## src/ppmp6_pkg.sv

```systemverilog
`timescale 1ns / 1ps
`default_nettype none
// ----------------------------------------------------------------------------
// ppmp6_pkg
// Shared types, constants and the parser state record for the P6 header
// parser and its pixel labeling logic.
// ----------------------------------------------------------------------------
package ppmp6_pkg;

  localparam int DIM_BITS = 16;
  localparam int OUT_DIM_BITS = 16;
  localparam int ACC_EXT_BITS = DIM_BITS + 4;
  localparam logic [DIM_BITS-1:0] DIM_LIMIT = {DIM_BITS{1'b1}};

  localparam logic [7:0] CHAR_P = 8'h50;
  localparam logic [7:0] CHAR_6 = 8'h36;
  localparam logic [7:0] CHAR_0 = 8'h30;
  localparam logic [7:0] CHAR_9 = 8'h39;
  localparam logic [7:0] CHAR_TAB = 8'h09;
  localparam logic [7:0] CHAR_CR = 8'h0d;
  localparam logic [7:0] CHAR_SPACE = 8'h20;
  localparam logic [DIM_BITS-1:0] MAXVAL_REQUIRED = DIM_BITS'(255);
  localparam logic [1:0] LAST_CHANNEL = 2'd2;

  localparam logic [1:0] NUM_WIDTH = 2'd0;
  localparam logic [1:0] NUM_HEIGHT = 2'd1;
  localparam logic [1:0] NUM_MAXVAL = 2'd2;
  localparam logic [1:0] NUM_DONE = 2'd3;

  typedef enum logic [3:0] {
    PH_MAGIC_P    = 4'd0,
    PH_MAGIC_6    = 4'd1,
    PH_MAGIC_WS   = 4'd2,
    PH_SKIP_WS    = 4'd3,
    PH_DIGITS     = 4'd4,
    PH_DATA       = 4'd5,
    PH_EXPECT_EOF = 4'd6,
    PH_DONE       = 4'd7,
    PH_FAILED     = 4'd8
  } phase_t;

  typedef enum logic [2:0] {
    EV_HEADER   = 3'd0,
    EV_PIXEL    = 3'd1,
    EV_COMPLETE = 3'd2,
    EV_ERROR    = 3'd3,
    EV_IGNORED  = 3'd4
  } event_t;

  typedef struct packed {
    phase_t                phase;
    logic [1:0]            number_index;
    logic [DIM_BITS-1:0]   accumulator;
    logic [DIM_BITS-1:0]   width_reg;
    logic [DIM_BITS-1:0]   height_reg;
    logic [1:0]            channel_count;
    logic [DIM_BITS-1:0]   column_count;
    logic [DIM_BITS-1:0]   row_count;
  } parse_state_t;

  localparam parse_state_t STATE_START = '{
    phase:         PH_MAGIC_P,
    number_index:  NUM_WIDTH,
    accumulator:   '0,
    width_reg:     '0,
    height_reg:    '0,
    channel_count: 2'd0,
    column_count:  '0,
    row_count:     '0
  };

  typedef struct packed {
    event_t                  event_res;
    logic [7:0]              pixel_value;
    logic [1:0]              channel;
    logic [OUT_DIM_BITS-1:0] column;
    logic [OUT_DIM_BITS-1:0] row;
    logic [OUT_DIM_BITS-1:0] image_width;
    logic [OUT_DIM_BITS-1:0] image_height;
  } parse_result_t;

endpackage
`default_nettype wire

```

## src/ppmp6_step.sv

```systemverilog
`timescale 1ns / 1ps
`default_nettype none
// ----------------------------------------------------------------------------
// ppmp6_step
// Combinational next-state and result logic for one byte or end-of-file
// transaction of the P6 parser.
// ----------------------------------------------------------------------------
module ppmp6_step (
  input  wire ppmp6_pkg::parse_state_t  state_cur,
  input  wire logic [7:0]               data_byte,
  input  wire logic                     end_of_file,
  input  wire logic                     new_file,
  output ppmp6_pkg::parse_state_t       state_nxt,
  output ppmp6_pkg::parse_result_t      result
);

  ppmp6_pkg::parse_state_t cur;
  ppmp6_pkg::event_t       ev;
  logic                    is_ws;
  logic                    is_digit;
  logic [3:0]              digit;
  logic [ppmp6_pkg::ACC_EXT_BITS-1:0] acc_ext;
  logic [ppmp6_pkg::DIM_BITS:0]       col_inc;
  logic [ppmp6_pkg::DIM_BITS:0]       row_inc;

  assign cur = new_file ? ppmp6_pkg::STATE_START : state_cur;
  assign is_ws = (data_byte == ppmp6_pkg::CHAR_SPACE) ||
                 (data_byte inside {[ppmp6_pkg::CHAR_TAB:ppmp6_pkg::CHAR_CR]});
  assign is_digit = data_byte inside {[ppmp6_pkg::CHAR_0:ppmp6_pkg::CHAR_9]};
  assign digit = 4'(data_byte - ppmp6_pkg::CHAR_0);
  assign acc_ext = (ppmp6_pkg::ACC_EXT_BITS'(cur.accumulator) << 3) +
                   (ppmp6_pkg::ACC_EXT_BITS'(cur.accumulator) << 1) +
                   ppmp6_pkg::ACC_EXT_BITS'(digit);
  assign col_inc = {1'b0, cur.column_count} + 1'b1;
  assign row_inc = {1'b0, cur.row_count} + 1'b1;

  always_comb begin
    state_nxt = cur;
    ev = ppmp6_pkg::EV_HEADER;
    result = '0;
    if (cur.phase == ppmp6_pkg::PH_DONE || cur.phase == ppmp6_pkg::PH_FAILED) begin
      ev = ppmp6_pkg::EV_IGNORED;
    end else if (end_of_file) begin
      if (cur.phase == ppmp6_pkg::PH_EXPECT_EOF) begin
        state_nxt.phase = ppmp6_pkg::PH_DONE;
        ev = ppmp6_pkg::EV_COMPLETE;
      end else begin
        state_nxt.phase = ppmp6_pkg::PH_FAILED;
        ev = ppmp6_pkg::EV_ERROR;
      end
    end else begin
      case (cur.phase)
        ppmp6_pkg::PH_MAGIC_P: begin
          if (data_byte == ppmp6_pkg::CHAR_P) begin
            state_nxt.phase = ppmp6_pkg::PH_MAGIC_6;
          end else begin
            state_nxt.phase = ppmp6_pkg::PH_FAILED;
            ev = ppmp6_pkg::EV_ERROR;
          end
        end
        ppmp6_pkg::PH_MAGIC_6: begin
          if (data_byte == ppmp6_pkg::CHAR_6) begin
            state_nxt.phase = ppmp6_pkg::PH_MAGIC_WS;
          end else begin
            state_nxt.phase = ppmp6_pkg::PH_FAILED;
            ev = ppmp6_pkg::EV_ERROR;
          end
        end
        ppmp6_pkg::PH_MAGIC_WS: begin
          if (is_ws) begin
            state_nxt.phase = ppmp6_pkg::PH_SKIP_WS;
          end else begin
            state_nxt.phase = ppmp6_pkg::PH_FAILED;
            ev = ppmp6_pkg::EV_ERROR;
          end
        end
        ppmp6_pkg::PH_SKIP_WS: begin
          if (is_digit) begin
            state_nxt.accumulator = ppmp6_pkg::DIM_BITS'(digit);
            state_nxt.phase = ppmp6_pkg::PH_DIGITS;
          end else if (!is_ws) begin
            state_nxt.phase = ppmp6_pkg::PH_FAILED;
            ev = ppmp6_pkg::EV_ERROR;
          end
        end
        ppmp6_pkg::PH_DIGITS: begin
          if (is_digit) begin
            if (acc_ext > ppmp6_pkg::ACC_EXT_BITS'(ppmp6_pkg::DIM_LIMIT)) begin
              state_nxt.phase = ppmp6_pkg::PH_FAILED;
              ev = ppmp6_pkg::EV_ERROR;
            end else begin
              state_nxt.accumulator = acc_ext[ppmp6_pkg::DIM_BITS-1:0];
            end
          end else if (is_ws) begin
            state_nxt.accumulator = '0;
            case (cur.number_index)
              ppmp6_pkg::NUM_WIDTH: begin
                state_nxt.width_reg = cur.accumulator;
                state_nxt.number_index = ppmp6_pkg::NUM_HEIGHT;
                state_nxt.phase = ppmp6_pkg::PH_SKIP_WS;
              end
              ppmp6_pkg::NUM_HEIGHT: begin
                state_nxt.height_reg = cur.accumulator;
                state_nxt.number_index = ppmp6_pkg::NUM_MAXVAL;
                state_nxt.phase = ppmp6_pkg::PH_SKIP_WS;
              end
              default: begin
                if (cur.accumulator != ppmp6_pkg::MAXVAL_REQUIRED) begin
                  state_nxt.accumulator = cur.accumulator;
                  state_nxt.phase = ppmp6_pkg::PH_FAILED;
                  ev = ppmp6_pkg::EV_ERROR;
                end else begin
                  state_nxt.number_index = ppmp6_pkg::NUM_DONE;
                  state_nxt.channel_count = 2'd0;
                  state_nxt.column_count = '0;
                  state_nxt.row_count = '0;
                  state_nxt.phase = (cur.width_reg == '0 || cur.height_reg == '0) ?
                                    ppmp6_pkg::PH_EXPECT_EOF : ppmp6_pkg::PH_DATA;
                end
              end
            endcase
          end else begin
            state_nxt.phase = ppmp6_pkg::PH_FAILED;
            ev = ppmp6_pkg::EV_ERROR;
          end
        end
        ppmp6_pkg::PH_DATA: begin
          ev = ppmp6_pkg::EV_PIXEL;
          result.pixel_value = data_byte;
          result.channel = cur.channel_count;
          result.column = ppmp6_pkg::OUT_DIM_BITS'(cur.column_count);
          result.row = ppmp6_pkg::OUT_DIM_BITS'(cur.row_count);
          if (cur.channel_count < ppmp6_pkg::LAST_CHANNEL) begin
            state_nxt.channel_count = cur.channel_count + 2'd1;
          end else begin
            state_nxt.channel_count = 2'd0;
            if (col_inc < {1'b0, cur.width_reg}) begin
              state_nxt.column_count = col_inc[ppmp6_pkg::DIM_BITS-1:0];
            end else begin
              state_nxt.column_count = '0;
              if (row_inc < {1'b0, cur.height_reg}) begin
                state_nxt.row_count = row_inc[ppmp6_pkg::DIM_BITS-1:0];
              end else begin
                state_nxt.phase = ppmp6_pkg::PH_EXPECT_EOF;
              end
            end
          end
        end
        default: begin
          state_nxt.phase = ppmp6_pkg::PH_FAILED;
          ev = ppmp6_pkg::EV_ERROR;
        end
      endcase
    end
    result.event_res = ev;
    result.image_width = ppmp6_pkg::OUT_DIM_BITS'(state_nxt.width_reg);
    result.image_height = ppmp6_pkg::OUT_DIM_BITS'(state_nxt.height_reg);
  end

endmodule
`default_nettype wire

```

## src/ppm_p6_stream_parser_core.sv

```systemverilog
`timescale 1ns / 1ps
`default_nettype none
// ----------------------------------------------------------------------------
// ppm_p6_stream_parser_core
// Parses a P6 image file arriving one byte per transaction and labels each
// pixel byte with its channel, column and row.
//
// The input channel carries one file byte per transaction in in_tdata, with
// in_tlast marking end of file (no byte carried) and in_tuser restarting the
// parser so that the transaction is the first of a new file.
// Every input transaction yields exactly one output transaction: an event
// code in out_tuser and the pixel labels and parsed dimensions in out_tdata.
// An accepted transaction sits in the input register while the parse step
// runs, and its result moves into the output register once that register is
// empty or being drained, which raises out_tvalid.
// Throughput is one transaction per cycle while out_tready stays high; the parse
// state is updated in the same cycle the result is registered, so consecutive
// bytes follow directly. When the receiver stalls, the output register holds its
// result and the input register fills; in_tready drops only when both are occupied.
// After reset both registers are empty and the parser waits for the magic P.
// ----------------------------------------------------------------------------
module ppm_p6_stream_parser_core (
  input  wire logic        clk,
  input  wire logic        rst_n,
  input  wire logic        in_tvalid,
  output logic             in_tready,
  input  wire logic [7:0]  in_tdata,   // [7:0] data_byte
  input  wire logic        in_tlast,   // end_of_file
  input  wire logic        in_tuser,   // new_file
  output logic             out_tvalid,
  input  wire logic        out_tready,
  output logic [79:0]      out_tdata,  // [7:0] pixel_value, [9:8] channel,
                                       // [25:10] column, [41:26] row,
                                       // [57:42] image_width,
                                       // [73:58] image_height, [79:74] zero
  output logic [2:0]       out_tuser   // [2:0] event_res
);

  logic                      in_valid_r;
  logic [7:0]                in_data_r;
  logic                      in_eof_r;
  logic                      in_new_r;
  logic                      out_valid_r;
  ppmp6_pkg::parse_result_t  out_res_r;
  ppmp6_pkg::parse_state_t   state_r;
  ppmp6_pkg::parse_state_t   state_nxt;
  ppmp6_pkg::parse_result_t  res_nxt;
  logic                      advance;
  logic                      fire;

  assign advance = !out_valid_r || out_tready;
  assign fire = in_valid_r && advance;
  assign in_tready = !in_valid_r || advance;

  ppmp6_step u_step (
    .state_cur   (state_r),
    .data_byte   (in_data_r),
    .end_of_file (in_eof_r),
    .new_file    (in_new_r),
    .state_nxt   (state_nxt),
    .result      (res_nxt)
  );

  always_ff @(posedge clk) begin
    if (!rst_n) begin
      in_valid_r <= 1'b0;
    end else if (in_tready) begin
      in_valid_r <= in_tvalid;
    end
  end

  always_ff @(posedge clk) begin
    if (in_tready && in_tvalid) begin
      in_data_r <= in_tdata;
      in_eof_r <= in_tlast;
      in_new_r <= in_tuser;
    end
  end

  always_ff @(posedge clk) begin
    if (!rst_n) begin
      state_r <= ppmp6_pkg::STATE_START;
      out_valid_r <= 1'b0;
    end else begin
      if (fire) begin
        state_r <= state_nxt;
      end
      if (advance) begin
        out_valid_r <= in_valid_r;
      end
    end
  end

  always_ff @(posedge clk) begin
    if (fire) begin
      out_res_r <= res_nxt;
    end
  end

  assign out_tvalid = out_valid_r;
  assign out_tuser = out_res_r.event_res;
  assign out_tdata = {6'd0, out_res_r.image_height, out_res_r.image_width,
                      out_res_r.row, out_res_r.column, out_res_r.channel,
                      out_res_r.pixel_value};

  a_pixel_in_bounds: assert property (@(posedge clk) disable iff (!rst_n)
    out_valid_r && out_res_r.event_res == ppmp6_pkg::EV_PIXEL |->
      out_res_r.channel <= ppmp6_pkg::LAST_CHANNEL &&
      out_res_r.column < out_res_r.image_width &&
      out_res_r.row < out_res_r.image_height)
    else $error("pixel label outside the parsed image");

  a_no_label_off_pixel: assert property (@(posedge clk) disable iff (!rst_n)
    out_valid_r && out_res_r.event_res != ppmp6_pkg::EV_PIXEL |->
      out_res_r.pixel_value == 8'd0 && out_res_r.channel == 2'd0 &&
      out_res_r.column == '0 && out_res_r.row == '0)
    else $error("pixel fields set on a non-pixel event");

  a_stall_holds_result: assert property (@(posedge clk) disable iff (!rst_n)
    out_valid_r && !out_tready |=> out_valid_r && $stable(out_res_r))
    else $error("stalled result changed");

  a_state_only_on_fire: assert property (@(posedge clk) disable iff (!rst_n)
    !fire |=> $stable(state_r))
    else $error("parser state changed without a transaction");

  a_terminal_ignores: assert property (@(posedge clk) disable iff (!rst_n)
    fire && !in_new_r &&
    (state_r.phase == ppmp6_pkg::PH_DONE || state_r.phase == ppmp6_pkg::PH_FAILED) |=>
      out_res_r.event_res == ppmp6_pkg::EV_IGNORED)
    else $error("terminal state did not ignore the transaction");

endmodule
`default_nettype wire
```

## config.mk

```make
export PLATFORM = sky130hd
export DESIGN_NAME = ppm_p6_stream_parser_core
export DESIGN_NICKNAME = d
export VERILOG_FILES = /design/src/ppmp6_pkg.sv /design/src/ppmp6_step.sv /design/src/ppm_p6_stream_parser_core.sv
export SDC_FILE = /design/constraint.sdc
export NUM_CORES = 1
export LEC_CHECK = 0
export ABC_CLOCK_PERIOD_IN_PS = 6100
export BUFFER_PORTS_ARGS = -buffer_cell sky130_fd_sc_hd__clkbuf_2
export CAP_MARGIN = 20
export CORE_UTILIZATION = 46
export CTS_CLUSTER_DIAMETER = 80
export DETAILED_ROUTE_END_ITERATION = 16
export PLACE_DENSITY_LB_ADDON = 0.2
export SKIP_CTS_REPAIR_TIMING = 1
export SLEW_MARGIN = 10
export SYNTH_ARGS = -nofsm -noshare
export SYNTH_HDL_FRONTEND = slang
export SYNTH_SLANG_ARGS = --single-unit
```

## constraint.sdc

```tcl
create_clock -name clk -period 6.1 [get_ports clk]
set_clock_uncertainty 0.15 [all_clocks]
set_input_delay 0.61 -clock clk [delete_from_list [all_inputs] [get_ports clk]]
set_output_delay 0.61 -clock clk [all_outputs]
set_load 0.01 [all_outputs]
```

==> reports/results.txt <==
Worst-path cell chain -> nor2b_1, ha_1, nand3_1, nor4b_2, and2_1, and3_1, xnor2_1, nor2_1, ha_1, nand3_1, nor3_1, a32oi_1, nand3_1, a21oi_1, o211a_1, nor4_1, nor4_1
Final net count -> 1373
Switch share -> 0.274
Worst endpoint data arrival time -> 5350 ps
Logic depth of the worst register-to-register path -> 17
Internal -> 1890 uW
Count of max-cap constraint violations -> 0
Violated checks -> design-rule violations
Register-to-register setup slack -> 950 ps
Number of buffers created by CTS -> 17
Setup slack of the critical path after layout -> 955 ps
Crit path max-delay family -> simple AND/OR/NAND/NOR gates
Final Hold Viols -> 0
Layout cells sized above 1 -> 0.137
Layout area overhead -> 11.0%
Placer's final routability congestion estimate -> 0.976
Residual overflow from global routing -> 0
Unrepaired setup endpoints after global routing -> false
Die Area -> 24400 sq um
Number of antenna cells inserted -> 0
Accumulated negative setup slack -> 0 ps
Cell Rows -> 56
DRC violation total after the first TritonRoute iteration -> 1272
Count of H-tree levels built during CTS -> 4
Worst path required time -> 6300 ps
Final Max Tran Viols -> 0
Reg-to-reg startpoint -> in_new_r
Status -> finished with violations
Max Fanout on Critical Path -> 11
Mapped Area -> 10900 sq um
Buffering stage count on the worst path with inverters included -> 0
Clock power frac -> 0.412
Max Freq -> 0.194 GHz
Worst setup EP type -> register
Main synth FF type -> dfxtp_1
Area post-placement -> 11600 sq um
Worst supply voltage drop on vdd -> 0.143 mV
Number of cells produced by synthesis -> 1245
Worst Hold Endpoint -> in_data_r[2]
Number of global-route vias before repair -> 9175
Multi-input gate area -> 6030 sq um
Number of I/O port buffers -> 92
Delay of the slowest cell on the worst path -> 750 ps
Total iterations of the first detailed-routing run -> 13
Latest clock arrival within the worst-skew pair -> 440 ps
Maximum number of pins on one net before global-route repair -> 66
Worst Hold Class -> in -> reg
Io pins -> 99
Die span in y -> 156 um
Setup WS pre-CTS -> 1070 ps
Number of cells on the worst hold path -> 1
Antenna violations before repair -> 0
Avg Cell Area, Syn -> 8.77 sq um
Wire length of the first global-routing pass -> 51.5 mm
Category of the most critical setup path -> reg -> reg
TritonCTS clock tree -> built
Reported leakage power -> 0.00478 uW
Slew at the pin with the worst max-slew slack -> 1140 ps
# setup viols final -> 0
Number of synthesized flops with an enable pin -> 87
Starting Density -> 0.467
Post-Layout Cell Count -> 1627
Clock-pin slew of the registers on the worst-case setup and hold paths -> 80 ps
Fin crit period -> 5150 ps
Area inside the core boundary -> 23400 sq um
Number of design rule violations left after detail routing -> 1
Die span in x -> 156 um
Cell with the largest stage delay on the worst path -> a21oi_1
Footprint of the flip-flops and latches -> 4410 sq um
Worst R2R End -> state_r[21]
TritonCTS sink count -> 177
Vias after detailed routing -> 9880
Number of distinct library cell variants in the gate-level netlist after synthesis -> 89
Clock buffer depth -> 2
Cell type with the highest occurrence count on the critical path -> nand3_1
Type of element launching the critical path -> register
Total of fill cells in the finished design -> 2235
Switching power total -> 714 uW
Final cycle utilization of the critical path -> 0.843
Remaining antenna violation count after routing -> 0
Power density over the cells -> 215 nW/um^2
Global-route total usage across every layer -> 0.277
Buffer cell driving the clock tree root -> clkbuf_16
Detailed-route wire length per cell -> 20.4 um
Ys Warns -> 0
Relative contribution of sequential cells to total power -> 0.504
Fraction of synthesis flops using an asynchronous set or reset pin -> 0
Post-detailed-placement half-perimeter wirelength -> 24.1 mm
FF+latch count, synth -> 177
Worst hold start -> in_tdata[2]
Normalized max-slew margin -> 0.234
Total wire length -> 33.2 mm
Area of all placed cells without fillers -> 12100 sq um
Combinational share of power -> 0.084
DP Cell Count -> 1595
Sequential area share after synthesis -> 0.404
Vias/cell -> 6.07
==> logic make-up after synthesis <==
group                      count (synthesis)  synth area share
adders and majority gates                 64            0.0740
muxes                                     25            0.0263
and+or+nand+nor                          500             0.228
other                                      1          0.000343
AOI/OAI and AO/OA                        323             0.191
buffers and inverters                    118            0.0468
DFF                                      177             0.404
xor gates and xnor gates                  37            0.0297
==> routing by layer <==
metal  vias up  GRT usage  routed length (um)
met5         -          0                   0
met4         0      0.139                1500
met3        81     0.0425                2540
met2       498      0.445               15300
met1      4657      0.361               13900
li1       4644          -                   -
==> layout by cell type, fill, tap and decap left out, types with 7 or more instances in the layout <==
| cell type | n |
|---|---|
| a211oi_1 | 7 |
| a21o_1 | 9 |
| a21oi_1 | 98 |
| a31oi_1 | 18 |
| a32o_1 | 9 |
| and2_1 | 47 |
| and3_1 | 15 |
| buf_4 | 20 |
| clkbuf_16 | 17 |
| clkbuf_2 | 92 |
| dfxtp_1 | 90 |
| edfxtp_1 | 87 |
| ha_1 | 63 |
| inv_1 | 30 |
| mux2i_1 | 16 |
| nand2_1 | 160 |
| nand2b_1 | 14 |
| nand3_1 | 36 |
| nand4_1 | 18 |
| nor2_1 | 104 |
| nor2b_1 | 17 |
| nor3_1 | 26 |
| nor4_1 | 16 |
| o211a_1 | 10 |
| o211ai_1 | 7 |
| o21a_1 | 10 |
| o21ai_0 | 75 |
| o21ai_1 | 8 |
| o221ai_1 | 8 |
| o31ai_1 | 9 |
| or3_1 | 7 |
| xnor2_1 | 16 |
| xor2_1 | 21 |
==> Yosys cell counts, types with 7 or more instances <==
cell type  count  area, sq um
nand2_1      160          601
nor2_1       105          394
a21oi_1       98          490
dfxtp_1       90         1800
edfxtp_1      87         2610
o21ai_0       75          375
ha_1          63          788
clkbuf_1      51          191
and2_1        47          294
nand3_1       36          180
inv_1         30          113
nor3_1        26          130
xor2_1        21          184
a31oi_1       18          113
nand4_1       18          113
nor2b_1       17          106
mux2i_1       16          160
nor4_1        16          100
xnor2_1       16          140
and3_1        15         93.8
nand2b_1      15         93.8
buf_2         13         65.1
buf_1         10         37.5
o211a_1       10          100
o21a_1        10         75.1
a21o_1         9         67.6
a32o_1         9         90.1
o31ai_1        9         67.6
o21ai_1        8         40.0
o221ai_1       8         70.1
a211oi_1       7         52.6
o211ai_1       7         52.6
or3_1          7         43.8
==> state kept, by name (all words and copies together), names as in the netlist <==
name,flops
in_eof_r,1
out_tuser,3
in_new_r,1
state_r,88
in_data_r,8
out_tvalid,1
in_valid_r,1
out_tdata,74
==> stage by stage <==
| step | hold slack (ps) | total power, uW | utilization |
|---|---|---|---|
| floorplan | 299 | 1480 | - |
| global placement | 312 | 1550 | 0.495 |
| detailed placement | 315 | 1550 | 0.495 |
| CTS | 184 | 2600 | 0.518 |
| global route | 178 | 2680 | 0.518 |
| finish | 185 | 2600 | 0.518 |
==> power groups by stage <==
stage	clock (uW)	combinational, uW	sequential (uW)
finish	1070	219	1310
global route	1120	238	1320
CTS	1070	217	1310
detailed placement	0	216	1340
global placement	0	213	1340
floorplan	0	138	1340
==> area by class of cell <==
type / count / share of cell area
repair buffers: 112 / 0.0504
multi-input cells: 955 / 0.497
inverters: 32 / 0.0101
clock inverters: 14 / 0.00991
clock buffers: 18 / 0.0354
flip-flops and latches: 177 / 0.364
well taps: 319 / 0.0329
==> worst max path at each step <==
| stage | start | to | slack, ps | cells past startpoint |
|---|---|---|---|---|
| 6_report | in_new_r | state_r[21] | 950 | 17 |
| 5_1_grt | in_new_r | state_r[21] | 560 | 17 |
| 4_1_cts | in_new_r | state_r[21] | 1060 | 17 |
| 3_5_place_dp | in_new_r | state_r[21] | 1070 | 17 |
| 3_3_place_gp | in_new_r | state_r[21] | 1300 | 17 |
| 2_1_floorplan | in_new_r | state_r[5] | 970 | 23 |
No activity file was read; power rests on OpenSTA's default activity.
